**src/design/dbtm_pkg.sv**
```systemverilog
// Package for the diamond blur with texture blend.
// Holds the column record, the cell control and blend stage types and the arithmetic constants.
// No dependencies.
package dbtm_pkg;

    localparam int N_CELLS     = 4;
    localparam int CH_W        = 8;
    localparam int SUM_W       = 12;
    localparam int DIV14_SHIFT = 16;
    localparam int PROD_W      = 25;

    // ceil(2^16 / 14); exact for every sum below 5461, and the sum never exceeds 3570.
    localparam logic [12:0] DIV14_MUL = 13'd4682;
    localparam logic [7:0]  ALPHA_MAX = 8'd255;

    // One column of the five-row stripe.
    typedef struct packed {
        logic [23:0] c;
        logic [23:0] m1;
        logic [23:0] p1;
        logic [23:0] m2;
        logic [23:0] p2;
        logic [7:0]  ta;
    } t_col;

    typedef struct packed {
        logic shift;
        logic fill;
    } t_cell_ctl;

    // Raw diamond sums handed to the blend pipeline; index 2 is red.
    typedef struct packed {
        logic [2:0][SUM_W-1:0] sum;
        logic [23:0]           centre;
        logic [7:0]            ta;
        logic                  last;
    } t_sum;

endpackage

```
**src/design/dbtm_cfg_if.sv**
```systemverilog
// Configuration write channel of the diamond blur block.
// Carries the texture enable bit. No dependencies.
interface dbtm_cfg_if;
    logic valid;
    logic ready;
    logic texture_enable;

    modport source (output valid, output texture_enable, input ready);
    modport sink   (input valid, input texture_enable, output ready);
endinterface

```
**src/design/dbtm_in_if.sv**
```systemverilog
// Input column channel of the diamond blur block.
// Carries five RGB pixels, the texture alpha and the row-end mark. No dependencies.
interface dbtm_in_if;
    logic        valid;
    logic        ready;
    logic [23:0] pixel_row_minus2;
    logic [23:0] pixel_row_minus1;
    logic [23:0] pixel_row_centre;
    logic [23:0] pixel_row_plus1;
    logic [23:0] pixel_row_plus2;
    logic [7:0]  tex_alpha;
    logic        row_end;

    modport source (output valid, output pixel_row_minus2, output pixel_row_minus1,
                    output pixel_row_centre, output pixel_row_plus1, output pixel_row_plus2,
                    output tex_alpha, output row_end, input ready);
    modport sink   (input valid, input pixel_row_minus2, input pixel_row_minus1,
                    input pixel_row_centre, input pixel_row_plus1, input pixel_row_plus2,
                    input tex_alpha, input row_end, output ready);
endinterface

```
**src/design/dbtm_out_if.sv**
```systemverilog
// Result channel of the diamond blur block.
// Carries the ARGB pixel and the last-of-row mark. No dependencies.
interface dbtm_out_if;
    logic        valid;
    logic        ready;
    logic [31:0] out_pixel;
    logic        last_of_row;

    modport source (output valid, output out_pixel, output last_of_row, input ready);
    modport sink   (input valid, input out_pixel, input last_of_row, output ready);
endinterface

```
**src/design/dbtm_cell.sv**
```systemverilog
// One window cell: holds one column of the stripe.
// Depends on dbtm_pkg.
module dbtm_cell
    import dbtm_pkg::*;
(
    input  logic      i_clk,
    input  t_cell_ctl i_ctl,
    input  t_col      i_prev,
    input  t_col      i_fill_col,
    output t_col      o_col
);

    t_col r_col;

    // At a row start every cell takes the first column, which clamps the left edge.
    always_ff @(posedge i_clk) begin
        if (i_ctl.fill) begin
            r_col <= i_fill_col;
        end else if (i_ctl.shift) begin
            r_col <= i_prev;
        end
    end

    assign o_col = r_col;

endmodule

```
**src/design/dbtm_blend.sv**
```systemverilog
// Divide and blend pipeline: sum register, divide by 14, alpha products, output register.
// Depends on dbtm_pkg and dbtm_out_if.
module dbtm_blend
    import dbtm_pkg::*;
(
    input  logic              i_clk,
    input  logic              i_rst_n,
    input  logic              i_tex,
    input  t_sum              i_sum,
    input  logic              i_sum_valid,
    output logic              o_sum_ready,
    dbtm_out_if.source        o_pix_out
);

    // Stage 1: sums.
    logic r_v1;
    t_sum r_s1;
    // Stage 2: quotients.
    logic                 r_v2;
    logic [2:0][CH_W-1:0] r_q2;
    logic [23:0]          r_c2;
    logic [7:0]           r_ta2;
    logic                 r_last2;
    // Stage 3: blend products.
    logic                   r_v3;
    logic [2:0][CH_W-1:0]   r_q3;
    logic [2:0][2*CH_W-1:0] r_pc3;
    logic [2:0][2*CH_W-1:0] r_pb3;
    logic [7:0]             r_as3;
    logic                   r_last3;
    // Stage 4: output word.
    logic        r_v4;
    logic [31:0] r_pix4;
    logic        r_last4;

    logic adv1, adv2, adv3, adv4;
    logic [2:0][CH_W-1:0]   n_q2;
    logic [2:0][2*CH_W-1:0] n_pc3;
    logic [2:0][2*CH_W-1:0] n_pb3;
    logic [7:0]             n_as3;
    logic [2:0][CH_W-1:0]   n_ch4;
    logic [PROD_W-1:0]      w_prod;

    assign adv4 = !r_v4 || o_pix_out.ready;
    assign adv3 = !r_v3 || adv4;
    assign adv2 = !r_v2 || adv3;
    assign adv1 = !r_v1 || adv2;
    assign o_sum_ready = adv1;

    always_comb begin
        w_prod = '0;
        n_q2   = '0;
        for (int k = 0; k < 3; k++) begin
            w_prod  = PROD_W'(r_s1.sum[k]) * PROD_W'(DIV14_MUL);
            n_q2[k] = w_prod[DIV14_SHIFT +: CH_W];
        end
    end

    // 255 - as is the texture alpha itself.
    always_comb begin
        n_as3 = ALPHA_MAX - r_ta2;
        for (int k = 0; k < 3; k++) begin
            n_pc3[k] = (2*CH_W)'(r_c2[8*k +: CH_W]) * (2*CH_W)'(n_as3);
            n_pb3[k] = (2*CH_W)'(r_q2[k]) * (2*CH_W)'(r_ta2);
        end
    end

    always_comb begin
        for (int k = 0; k < 3; k++) begin
            n_ch4[k] = i_tex ? CH_W'(r_pc3[k][15:8] + r_pb3[k][15:8]) : r_q3[k];
        end
    end

    always_ff @(posedge i_clk) begin
        if (!i_rst_n) begin
            r_v1 <= 1'b0;
            r_v2 <= 1'b0;
            r_v3 <= 1'b0;
            r_v4 <= 1'b0;
        end else begin
            if (adv1) begin
                r_v1 <= i_sum_valid;
            end
            if (adv2) begin
                r_v2 <= r_v1;
            end
            if (adv3) begin
                r_v3 <= r_v2;
            end
            if (adv4) begin
                r_v4 <= r_v3;
            end
        end
    end

    always_ff @(posedge i_clk) begin
        if (adv1) begin
            r_s1 <= i_sum;
        end
        if (adv2) begin
            r_q2    <= n_q2;
            r_c2    <= r_s1.centre;
            r_ta2   <= r_s1.ta;
            r_last2 <= r_s1.last;
        end
        if (adv3) begin
            r_q3    <= r_q2;
            r_pc3   <= n_pc3;
            r_pb3   <= n_pb3;
            r_as3   <= n_as3;
            r_last3 <= r_last2;
        end
        if (adv4) begin
            r_pix4  <= {(i_tex ? r_as3 : ALPHA_MAX), n_ch4[2], n_ch4[1], n_ch4[0]};
            r_last4 <= r_last3;
        end
    end

    assign o_pix_out.valid       = r_v4;
    assign o_pix_out.out_pixel   = r_pix4;
    assign o_pix_out.last_of_row = r_last4;

endmodule

```
**src/design/diamond_blur_texture_mix_top.sv**
```systemverilog
// Top level of the diamond blur with texture blend.
// Depends on dbtm_pkg, the three channel interfaces, dbtm_cell and dbtm_blend.
//
//  Channel    Modport  Word                                     Notes
//  i_cfg      sink     texture_enable                           always ready
//  i_pix_in   sink     five RGB pixels, tex_alpha, row_end      one column per word
//  o_pix_out  source   out_pixel (ARGB), last_of_row            result of column x-2
//
// One column is taken per cycle while the blend pipeline accepts and no flush is running;
// after a row-end column the window sequencer replays it twice to flush the row's last two
// results (one for a one-column row) while input ready is low. A result passes through the
// sum, quotient, product and output registers; the flushed results of a row end follow it.
// Reset clears the sequencer, the pipeline valid bits and texture_enable; the window cells
// are loaded by the first column of each row. A stalled output stops each stage only
// once the stage after it is full, so the block keeps taking columns into empty stages.
module diamond_blur_texture_mix_top
    import dbtm_pkg::*;
(
    input  logic        i_clk,
    input  logic        i_rst_n,
    dbtm_cfg_if.sink    i_cfg,
    dbtm_in_if.sink     i_pix_in,
    dbtm_out_if.source  o_pix_out
);

    localparam logic [1:0] FL_IDLE   = 2'd0;
    localparam logic [1:0] FL_LAST   = 2'd1;
    localparam logic [1:0] FL_SECOND = 2'd2;

    logic       r_tex;
    logic [1:0] r_col_cnt;
    logic [1:0] r_flush;
    logic       r_flush_c1;
    t_col       r_hold;

    t_col      w_in_col;
    t_col      n_col;
    t_col      w_cells [N_CELLS];
    t_col      w_prev  [N_CELLS];
    t_col      w_tap   [N_CELLS];
    t_cell_ctl w_ctl;
    t_sum      w_sum;
    logic      w_sum_valid;
    logic      w_sum_ready;
    logic      flushing, accept, flush_issue, issue, row_start, emit;

    assign i_cfg.ready = 1'b1;

    always_ff @(posedge i_clk) begin
        if (!i_rst_n) begin
            r_tex <= 1'b0;
        end else if (i_cfg.valid) begin
            r_tex <= i_cfg.texture_enable;
        end
    end

    assign w_in_col = '{c:  i_pix_in.pixel_row_centre,
                        m1: i_pix_in.pixel_row_minus1,
                        p1: i_pix_in.pixel_row_plus1,
                        m2: i_pix_in.pixel_row_minus2,
                        p2: i_pix_in.pixel_row_plus2,
                        ta: i_pix_in.tex_alpha};

    assign flushing       = (r_flush != FL_IDLE);
    assign i_pix_in.ready = w_sum_ready && !flushing;
    assign accept         = i_pix_in.valid && i_pix_in.ready;
    assign flush_issue    = flushing && w_sum_ready;
    assign issue          = accept || flush_issue;
    assign n_col          = flushing ? r_hold : w_in_col;
    assign row_start      = accept && (r_col_cnt == 2'd0);

    always_comb begin
        priority if (accept) begin
            emit = r_col_cnt[1];
        end else if (r_flush == FL_SECOND) begin
            emit = r_flush_c1;
        end else begin
            emit = 1'b1;
        end
    end

    // Sequencer: column count, and the two replays of the row-end column.
    always_ff @(posedge i_clk) begin
        if (!i_rst_n) begin
            r_col_cnt  <= 2'd0;
            r_flush    <= FL_IDLE;
            r_flush_c1 <= 1'b0;
        end else if (accept) begin
            if (i_pix_in.row_end) begin
                r_flush    <= FL_SECOND;
                r_flush_c1 <= (r_col_cnt != 2'd0);
                r_col_cnt  <= 2'd0;
            end else if (!r_col_cnt[1]) begin
                r_col_cnt <= r_col_cnt + 2'd1;
            end
        end else if (flush_issue) begin
            r_flush <= (r_flush == FL_SECOND) ? FL_LAST : FL_IDLE;
        end
    end

    always_ff @(posedge i_clk) begin
        if (accept) begin
            r_hold <= w_in_col;
        end
    end

    // The cell chain: cell 0 holds the oldest column, the new column enters at the top.
    assign w_ctl = '{shift: issue, fill: row_start};

    always_comb begin
        for (int i = 0; i < N_CELLS - 1; i++) begin
            w_prev[i] = w_cells[i+1];
        end
        w_prev[N_CELLS-1] = n_col;
        for (int i = 0; i < N_CELLS; i++) begin
            w_tap[i] = row_start ? n_col : w_cells[i];
        end
    end

    for (genvar g = 0; g < N_CELLS; g++) begin : g_cell
        dbtm_cell u_cell (
            .i_clk      (i_clk),
            .i_ctl      (w_ctl),
            .i_prev     (w_prev[g]),
            .i_fill_col (n_col),
            .o_col      (w_cells[g])
        );
    end

    function automatic logic [SUM_W-1:0] ext(input logic [23:0] pix, input int k);
        return SUM_W'(pix[8*k +: CH_W]);
    endfunction

    // Diamond taps around the centre column held in cell 2.
    always_comb begin
        for (int k = 0; k < 3; k++) begin
            w_sum.sum[k] = ext(w_tap[0].c, k) + ext(w_tap[1].c, k) + ext(w_tap[2].c, k)
                         + ext(w_tap[3].c, k) + ext(n_col.c, k)
                         + ext(w_tap[1].m1, k) + (ext(w_tap[2].m1, k) << 1)
                         + ext(w_tap[3].m1, k)
                         + ext(w_tap[1].p1, k) + ext(w_tap[2].p1, k) + ext(w_tap[3].p1, k)
                         + ext(w_tap[2].m2, k) + ext(w_tap[2].p2, k);
        end
        w_sum.centre = w_tap[2].c;
        w_sum.ta     = w_tap[2].ta;
        w_sum.last   = (r_flush == FL_LAST);
    end

    assign w_sum_valid = issue && emit;

    dbtm_blend u_blend (
        .i_clk       (i_clk),
        .i_rst_n     (i_rst_n),
        .i_tex       (r_tex),
        .i_sum       (w_sum),
        .i_sum_valid (w_sum_valid),
        .o_sum_ready (w_sum_ready),
        .o_pix_out   (o_pix_out)
    );

endmodule
```
**src/flat_wrapper.sv**
```systemverilog
// flat-port wrapper written by rule: the top's interface ports become plain ports
module diamond_blur_texture_mix_top_flat import dbtm_pkg::*;
  (i_clk, i_rst_n, i_cfg_valid, i_cfg_texture_enable, i_cfg_ready, i_pix_in_valid, i_pix_in_pixel_row_minus2, i_pix_in_pixel_row_minus1, i_pix_in_pixel_row_centre, i_pix_in_pixel_row_plus1, i_pix_in_pixel_row_plus2, i_pix_in_tex_alpha, i_pix_in_row_end, i_pix_in_ready, o_pix_out_valid, o_pix_out_out_pixel, o_pix_out_last_of_row, o_pix_out_ready);
  dbtm_cfg_if i_cfg_i ();
  dbtm_in_if i_pix_in_i ();
  dbtm_out_if o_pix_out_i ();
  input  logic i_clk;
  input  logic i_rst_n;
  input wire logic [$bits(i_cfg_i.valid)-1:0] i_cfg_valid;
  input wire logic [$bits(i_cfg_i.texture_enable)-1:0] i_cfg_texture_enable;
  output wire logic [$bits(i_cfg_i.ready)-1:0] i_cfg_ready;
  input wire logic [$bits(i_pix_in_i.valid)-1:0] i_pix_in_valid;
  input wire logic [$bits(i_pix_in_i.pixel_row_minus2)-1:0] i_pix_in_pixel_row_minus2;
  input wire logic [$bits(i_pix_in_i.pixel_row_minus1)-1:0] i_pix_in_pixel_row_minus1;
  input wire logic [$bits(i_pix_in_i.pixel_row_centre)-1:0] i_pix_in_pixel_row_centre;
  input wire logic [$bits(i_pix_in_i.pixel_row_plus1)-1:0] i_pix_in_pixel_row_plus1;
  input wire logic [$bits(i_pix_in_i.pixel_row_plus2)-1:0] i_pix_in_pixel_row_plus2;
  input wire logic [$bits(i_pix_in_i.tex_alpha)-1:0] i_pix_in_tex_alpha;
  input wire logic [$bits(i_pix_in_i.row_end)-1:0] i_pix_in_row_end;
  output wire logic [$bits(i_pix_in_i.ready)-1:0] i_pix_in_ready;
  output wire logic [$bits(o_pix_out_i.valid)-1:0] o_pix_out_valid;
  output wire logic [$bits(o_pix_out_i.out_pixel)-1:0] o_pix_out_out_pixel;
  output wire logic [$bits(o_pix_out_i.last_of_row)-1:0] o_pix_out_last_of_row;
  input wire logic [$bits(o_pix_out_i.ready)-1:0] o_pix_out_ready;
  assign i_cfg_i.valid = i_cfg_valid;
  assign i_cfg_i.texture_enable = i_cfg_texture_enable;
  assign i_cfg_ready = i_cfg_i.ready;
  assign i_pix_in_i.valid = i_pix_in_valid;
  assign i_pix_in_i.pixel_row_minus2 = i_pix_in_pixel_row_minus2;
  assign i_pix_in_i.pixel_row_minus1 = i_pix_in_pixel_row_minus1;
  assign i_pix_in_i.pixel_row_centre = i_pix_in_pixel_row_centre;
  assign i_pix_in_i.pixel_row_plus1 = i_pix_in_pixel_row_plus1;
  assign i_pix_in_i.pixel_row_plus2 = i_pix_in_pixel_row_plus2;
  assign i_pix_in_i.tex_alpha = i_pix_in_tex_alpha;
  assign i_pix_in_i.row_end = i_pix_in_row_end;
  assign i_pix_in_ready = i_pix_in_i.ready;
  assign o_pix_out_valid = o_pix_out_i.valid;
  assign o_pix_out_out_pixel = o_pix_out_i.out_pixel;
  assign o_pix_out_last_of_row = o_pix_out_i.last_of_row;
  assign o_pix_out_i.ready = o_pix_out_ready;
  diamond_blur_texture_mix_top u_core (.i_clk(i_clk), .i_rst_n(i_rst_n), .i_cfg(i_cfg_i), .i_pix_in(i_pix_in_i), .o_pix_out(o_pix_out_i));
endmodule
```
**config.mk**
```make
export PLATFORM = sky130hd
export DESIGN_NAME = diamond_blur_texture_mix_top_flat
export DESIGN_NICKNAME = d
export VERILOG_FILES = /design/src/design/dbtm_pkg.sv /design/src/design/dbtm_cfg_if.sv /design/src/design/dbtm_in_if.sv /design/src/design/dbtm_out_if.sv /design/src/design/dbtm_cell.sv /design/src/design/dbtm_blend.sv /design/src/design/diamond_blur_texture_mix_top.sv /design/src/flat_wrapper.sv
export SDC_FILE = /design/constraint.sdc
export NUM_CORES = 2
export LEC_CHECK = 0
export BUFFER_PORTS_ARGS = -buffer_cell sky130_fd_sc_hd__buf_2
export CAP_MARGIN = 20
export CORE_MARGIN = 4
export CORE_UTILIZATION = 65
export CTS_CLUSTER_SIZE = 16
export DETAILED_ROUTE_END_ITERATION = 10
export GPL_ROUTABILITY_DRIVEN = 0
export PLACE_DENSITY = 0.85
export SLEW_MARGIN = 30
export SYNTH_ARGS = -nofsm -noshare
export SYNTH_HDL_FRONTEND = slang
export SYNTH_SLANG_ARGS = --single-unit
```
**constraint.sdc**
```tcl
create_clock -name i_clk -period 35.6 [get_ports i_clk]
set_input_delay 0 -clock i_clk [delete_from_list [all_inputs] [get_ports i_clk]]
set_output_delay 0 -clock i_clk [all_outputs]
set_load 0.005 [all_outputs]
```
== After elaboration in Yosys (flattened, before gate mapping) ==
Cells that the tools add are included.
Widths: inputs -> output; s select.

* Flip-flop bits (word level): 938
* Bits of input ports: 135
* Output and inout bits: 36
* Word-level logic and storage cells: 166

* Add/subtract/negate cells: 41
* Multiply operators: 9
* Equality and inequality tests: 4
* Multiplexer cells: 24
* Reduce and logical (&&, ||, !) cells: 23

{| class="wikitable"
|+ Operators with widths
! cell !! number
|-
| $mux 128 || 13
|-
| $add 12x8->12 || 30
|-
| $mul 8x8->16 || 6
|-
| $mul 12x12->23 const B || 3
|-
| $add 12x9->12 || 3
|-
| $add 8x8->9 || 3
|-
| $add 8x8->8 || 3
|-
| $mux 8 || 3
|-
| $mux 2 || 5
|-
| $reduce_bool 2->1 || 4
|-
| $sub 8x8->8 const A || 1
|-
| $reduce_and 2->1 || 3
|-
| $logic_and 1x1->1 || 5
|-
| $logic_not 1->1 || 5
|-
| $logic_or 1x1->1 || 5
|-
| $ne 2x2->1 const B || 2
|-
| $mux 1 || 3
|-
| $add 2x1->2 const B || 1
|-
| $eq 2x1->1 const B || 1
|-
| $eq 2x2->1 const B || 1
|-
| $logic_not 2->1 || 1
|}

== Longest topological paths before layout ==
* Depth after elaboration: 21
* Mapped depth: 31
* Gate-level depth less buffers: 28

== By module ==
From an unflattened synthesis, not the netlist that was laid out.

* Cell total of the unflattened synthesis: 4775
* Area, all modules: 63120.5 sq um

{| class="wikitable"
|+ Modules (own cells, without submodules)
! module !! instances !! cells an instance !! area each (sq um) !! seq. area each (sq um)
|-
| dbtm_blend || 1 || 2247 || 25041.5 || 7287.0
|-
| dbtm_cell || 4 || 271 || 5442.7 || 3843.7
|-
| diamond_blur_texture_mix_top || 1 || 1444 || 16308.1 || 3963.8
|}

== Least setup slack after synthesis ==
OpenSTA, ideal clock, no wires.

* Path type: register to register
* Start: reg u_core.r_flush[1]
* End: reg u_core.g_cell[0].u_cell.r_col, in the netlist u_core.g_cell[0].u_cell.o_col[104], enable pin
* Library setup time: 1.184 ns
* Arrival: 17.992 ns
* Data required time: 34.416 ns
* Path slack: 16.424 ns
* Stages on the path, launching flop included: 6
* Path buffers: 3
* Clock period less this slack: 19.176 ns
* Path through: dfxtp_1 > nor2_1 > clkbuf_1 > clkbuf_1 > buf_2 > a21oi_1

* Word-level cells in the longest chain between the ends: 6
* Elaborated cells on any way between the ends: 8
* Classes of those cells: 8 x reduce/logical

{| class="wikitable"
|+ RTL lines
! element !! line !! text
|-
| start, declared || diamond_blur_texture_mix_top.sv:32 || <nowiki>logic [1:0] r_flush;</nowiki>
|-
| start signal, assigned || diamond_blur_texture_mix_top.sv:97 || <nowiki>r_flush <= (r_flush == FL_SECOND) ? FL_LAST : FL_IDLE;</nowiki>
|-
| $reduce_bool 2->1 (*) || diamond_blur_texture_mix_top.sv:64 || <nowiki>assign flushing = (r_flush != FL_IDLE);</nowiki>
|-
| $logic_not 1->1 || diamond_blur_texture_mix_top.sv:65 || <nowiki>assign i_pix_in.ready = w_sum_ready && !flushing;</nowiki>
|-
| $logic_and 1x1->1 || diamond_blur_texture_mix_top.sv:65 ||
|-
| $logic_and 1x1->1 || diamond_blur_texture_mix_top.sv:66 || <nowiki>assign accept = i_pix_in.valid && i_pix_in.ready;</nowiki>
|-
| $logic_and 1x1->1 / $logic_or 1x1->1 (equally long branches) || diamond_blur_texture_mix_top.sv:70, diamond_blur_texture_mix_top.sv:68 ||
|-
| $reduce_bool 2->1 (no source line) (*) || n/a ||
|-
| end signal, assigned || dbtm_cell.sv:18 || <nowiki>r_col <= i_fill_col;</nowiki>
|-
| end signal, assigned || dbtm_cell.sv:20 || <nowiki>r_col <= i_prev;</nowiki>
|-
| end, declared || dbtm_cell.sv:13 || <nowiki>t_col r_col;</nowiki>
|}

Every way passes the cells marked *; elsewhere a longest branch is shown, timed or not.
A chain may end at the register's enable or synchronous reset.

==> results.yml <==
critical_path:
  path_delay_family: "adder cells"
  crit_top_cell: "fa_1"
  worst_ep_required_time_ns: 35.98
  cpMaxStageDelayCell: "buf_4"
  timing.critical_path.fanout_max: 96
  cp-start-kind: "flip-flop"
  worst-path-buf-inv: 5
  r2r_start: "u_core.u_blend.r_v3"
  crit_start: "u_core.u_blend.r_v3"
  worst-setup-path-type: "reg2reg"
  cpPeakStageDelay_ns: 0.78
  crit_arrival_ns: 9.35
  endpoint_kind: "flip-flop"
synthesis:
  synth_nets: 5675
  ys_seq_area_share_pct: 41.44
  ys_warn_count: 0
  synth_cells: 4524
  async_flop_share_pct: 0
  synth_top_area_cell: "edfxtp_1"
  synth_top_area_share_pct: 41.06
  syn-cell-area_um2: 52650
  netlist_top_cells_area: "edfxtp_1 41%, fa_1 19%, ha_1 12%, inv_1 5.1%, nand2_1 4.2%"
  avgSynthCellArea_um2: 11.64
  ys_types: 65
  synth_edf_count: 720
  ys.flop_type: "edfxtp_1"
  ys_ff_latch: 730
cells_and_area:
  seq_area_um2: 21830
  drive_above_1_share_pct: 8.577
  nets: 5941
  fin_util_pct: 72.64
  area_delta_synth_final_pct: 10.95
  nFillCells: 5009
  multiInputGateArea_um2: 27300
timing:
  setup_viol: 0
  fmax_mhz: 111.5
  period_share_pct: 25.20
  rsz0062_at_grt: "no"
  worst_slack_ns: 26.63
  final_max_slew_viol_count: 0
  period_minus_slack_ns: 8.970
  slew_headroom_pct: 37.93
  holdWs_ns: 0.08021
  tns_ns: 0
  worstMarginPinSlew_ns: 0.9311
  hold_violations: 0
  skew_ns: 0.05741
die:
  rows: 104
  start_util_pct: 65.47
  io_pins: 171
  fp.dieW_um: 292.6
  die_h_um: 292.6
  core_um2: 80420
  dieArea_um2: 85620
detailed_routing:
  vias: 34220
  first_pass_iters: 5
  drt-total-wl_um: 116500
  ant_nets: 0
  first_iter_violations: 2918
  route.detailed.drc: 0
  viasPerCell: 5.789
  wl_per_cell_um: 19.70
grt:
  grt_pass1_vias: 36380
  grt_pass1_wl_um: 189700
  grt_overflow: 0
  track_usage_pct: 27.66
  antenna_found_initial: 3
  grt_max_degree: 195
placed_design:
  portBuffers: 169
  place_ws_ns: 26.56
  hpwlAfterDp_um: 80020
clocking:
  post_cts_buffers: 0
  clock_latency_ns: 0.64
  cts-root-buf: "clkbuf_16"
  numCtsBuffers: 76
  htreeDepth: 3
  clk_transition_reported_paths_ns: 0.06
  cts_tree: "built"
  cts_sinks: 730
  clock_path_buffers: 3
job:
  cap_viol_max_count: 0
worst_hold_path:
  hp-class: "in2reg"
  hp-start: "i_pix_in_pixel_row_plus1[18]"
status:
  status: "completed"
## cell usage in the layout (no fill, tap or decap), types with 18 or more instances in the layout
master | Yosys | final
nand3_1 | 28 | 28
dlygate4sd3_1 | 0 | 136
mux2_2 | 18 | 18
inv_1 | 714 | 712
nor2_1 | 64 | 63
edfxtp_1 | 720 | 720
a21o_1 | 34 | 34
inv_2 | 69 | 71
clkinv_1 | 7 | 19
nand2_1 | 585 | 584
xnor2_1 | 80 | 80
xor2_1 | 50 | 50
o21ai_1 | 170 | 170
nand2b_1 | 24 | 24
clkbuf_16 | 0 | 77
clkbuf_1 | 114 | 21
buf_4 | 2 | 27
and2_1 | 97 | 97
nor3_1 | 22 | 22
fa_1 | 504 | 504
ha_1 | 512 | 512
o21ai_0 | 57 | 57
buf_2 | 23 | 169
mux2i_1 | 19 | 19
o21a_1 | 185 | 185
nor2b_1 | 112 | 112
a21oi_1 | 80 | 79
or4b_1 | 113 | 113
## cells by family (layout without fill, tap and decap cells)
family          count (synthesis)  count (layout)  synth area share [%]
mux                            37              37                0.7462
fa+ha+maj                    1017            1017                 31.35
xor+xnor                      130             130                 2.162
other cells                     1               3              0.007122
buf+inv                       940            1266                 6.770
flops                         730             730                 41.44
compound gates                578             578                 6.901
simple gates                 1091            1091                 10.62
## registers in the layout (all words and copies together) (netlist names)
name                                  count
u_core.g_cell.u_cell.o_col              352
u_core.r_hold                           128
u_core.u_blend.r_s1                      69
u_core.u_blend.o_pix_out.out_pixel       32
u_core.u_blend.r_c2                      24
u_core.u_blend.r_pb3                     24
u_core.u_blend.r_pc3                     24
u_core.u_blend.r_q2                      24
u_core.u_blend.r_q3                      24
u_core.u_blend.r_as3                      8
u_core.u_blend.r_ta2                      8
u_core.r_col_cnt                          2
u_core.r_flush                            2
u_core.r_flush_c1                         1
u_core.r_tex                              1
u_core.u_blend.o_pix_out.last_of_row      1
u_core.u_blend.o_pix_out.valid            1
u_core.u_blend.r_last2                    1
u_core.u_blend.r_last3                    1
u_core.u_blend.r_v1                       1
u_core.u_blend.r_v2                       1
u_core.u_blend.r_v3                       1
## layer usage
layer | vias to the layer above | wire [um] | track usage, %
li1 | 15580 | - | -
met1 | 16960 | 46590 | 37.14
met2 | 1407 | 56440 | 45.77
met3 | 265 | 9640 | 5.831
met4 | 4 | 3788 | 8.920
met5 | - | 21 | 0
## area by class of cell
cell class / instances / area share [%]
antenna: 2 / 0.008567
timing repair buffer: 338 / 4.341
clock buffer: 99 / 3.457
clock inverter: 39 / 0.7454
multi-input combinational: 2854 / 46.73
inverter: 790 / 5.076
tap: 1060 / 2.270
sequential: 730 / 37.37
## per-stage QoR
stage / instance area (um^2) / std cells
2_1_floorplan: 52650 / 4524
3_3_place_gp: 54520 / 5633
3_5_place_dp: 54520 / 5633
4_1_cts: 58330 / 5907
5_1_grt: 58410 / 5910
6_report: 58420 / 5912
## repair_timing
item	4_1_cts	5_1_grt
resized for setup	0	0
hold buffers	136	0
endpoints found under the hold margin	313	0
## worst paths after layout
path         cells after the start  slack (ns)                       to
max reg2reg                     25       26.63  u_core.u_blend.r_s1[43]
max                             25       26.63  u_core.u_blend.r_s1[43]
min reg2reg                      0        0.38  u_core.u_blend.r_c2[17]
min                              2        0.08        u_core.r_hold[74]
## synthesized netlist by cell type, types with 3 or more instances
library cell and number:
a2111oi_0 3, a211oi_1 9, a21boi_1 5, a21o_1 34, a21oi_1 80, a31o_2 3
a31oi_1 3, and2_1 97, and3_1 12, and4b_1 3, buf_1 11, buf_2 23
clkbuf_1 114, clkinv_1 7, dfxtp_1 10, edfxtp_1 720, fa_1 504, ha_1 512
inv_1 714, inv_2 69, mux2_2 18, mux2i_1 19, nand2_1 585, nand2b_1 24
nand3_1 28, nand4_1 9, nor2_1 64, nor2b_1 112, nor3_1 22, o2111ai_1 4
o21a_1 185, o21ai_0 57, o21ai_1 170, o21bai_1 6, o31ai_1 3, or2_2 5
or3_1 5, or4b_1 113, xnor2_1 80, xor2_1 50
Power is not shown: default switching activity piles up to over one toggle a cycle in this logic, so the estimate is an artifact.
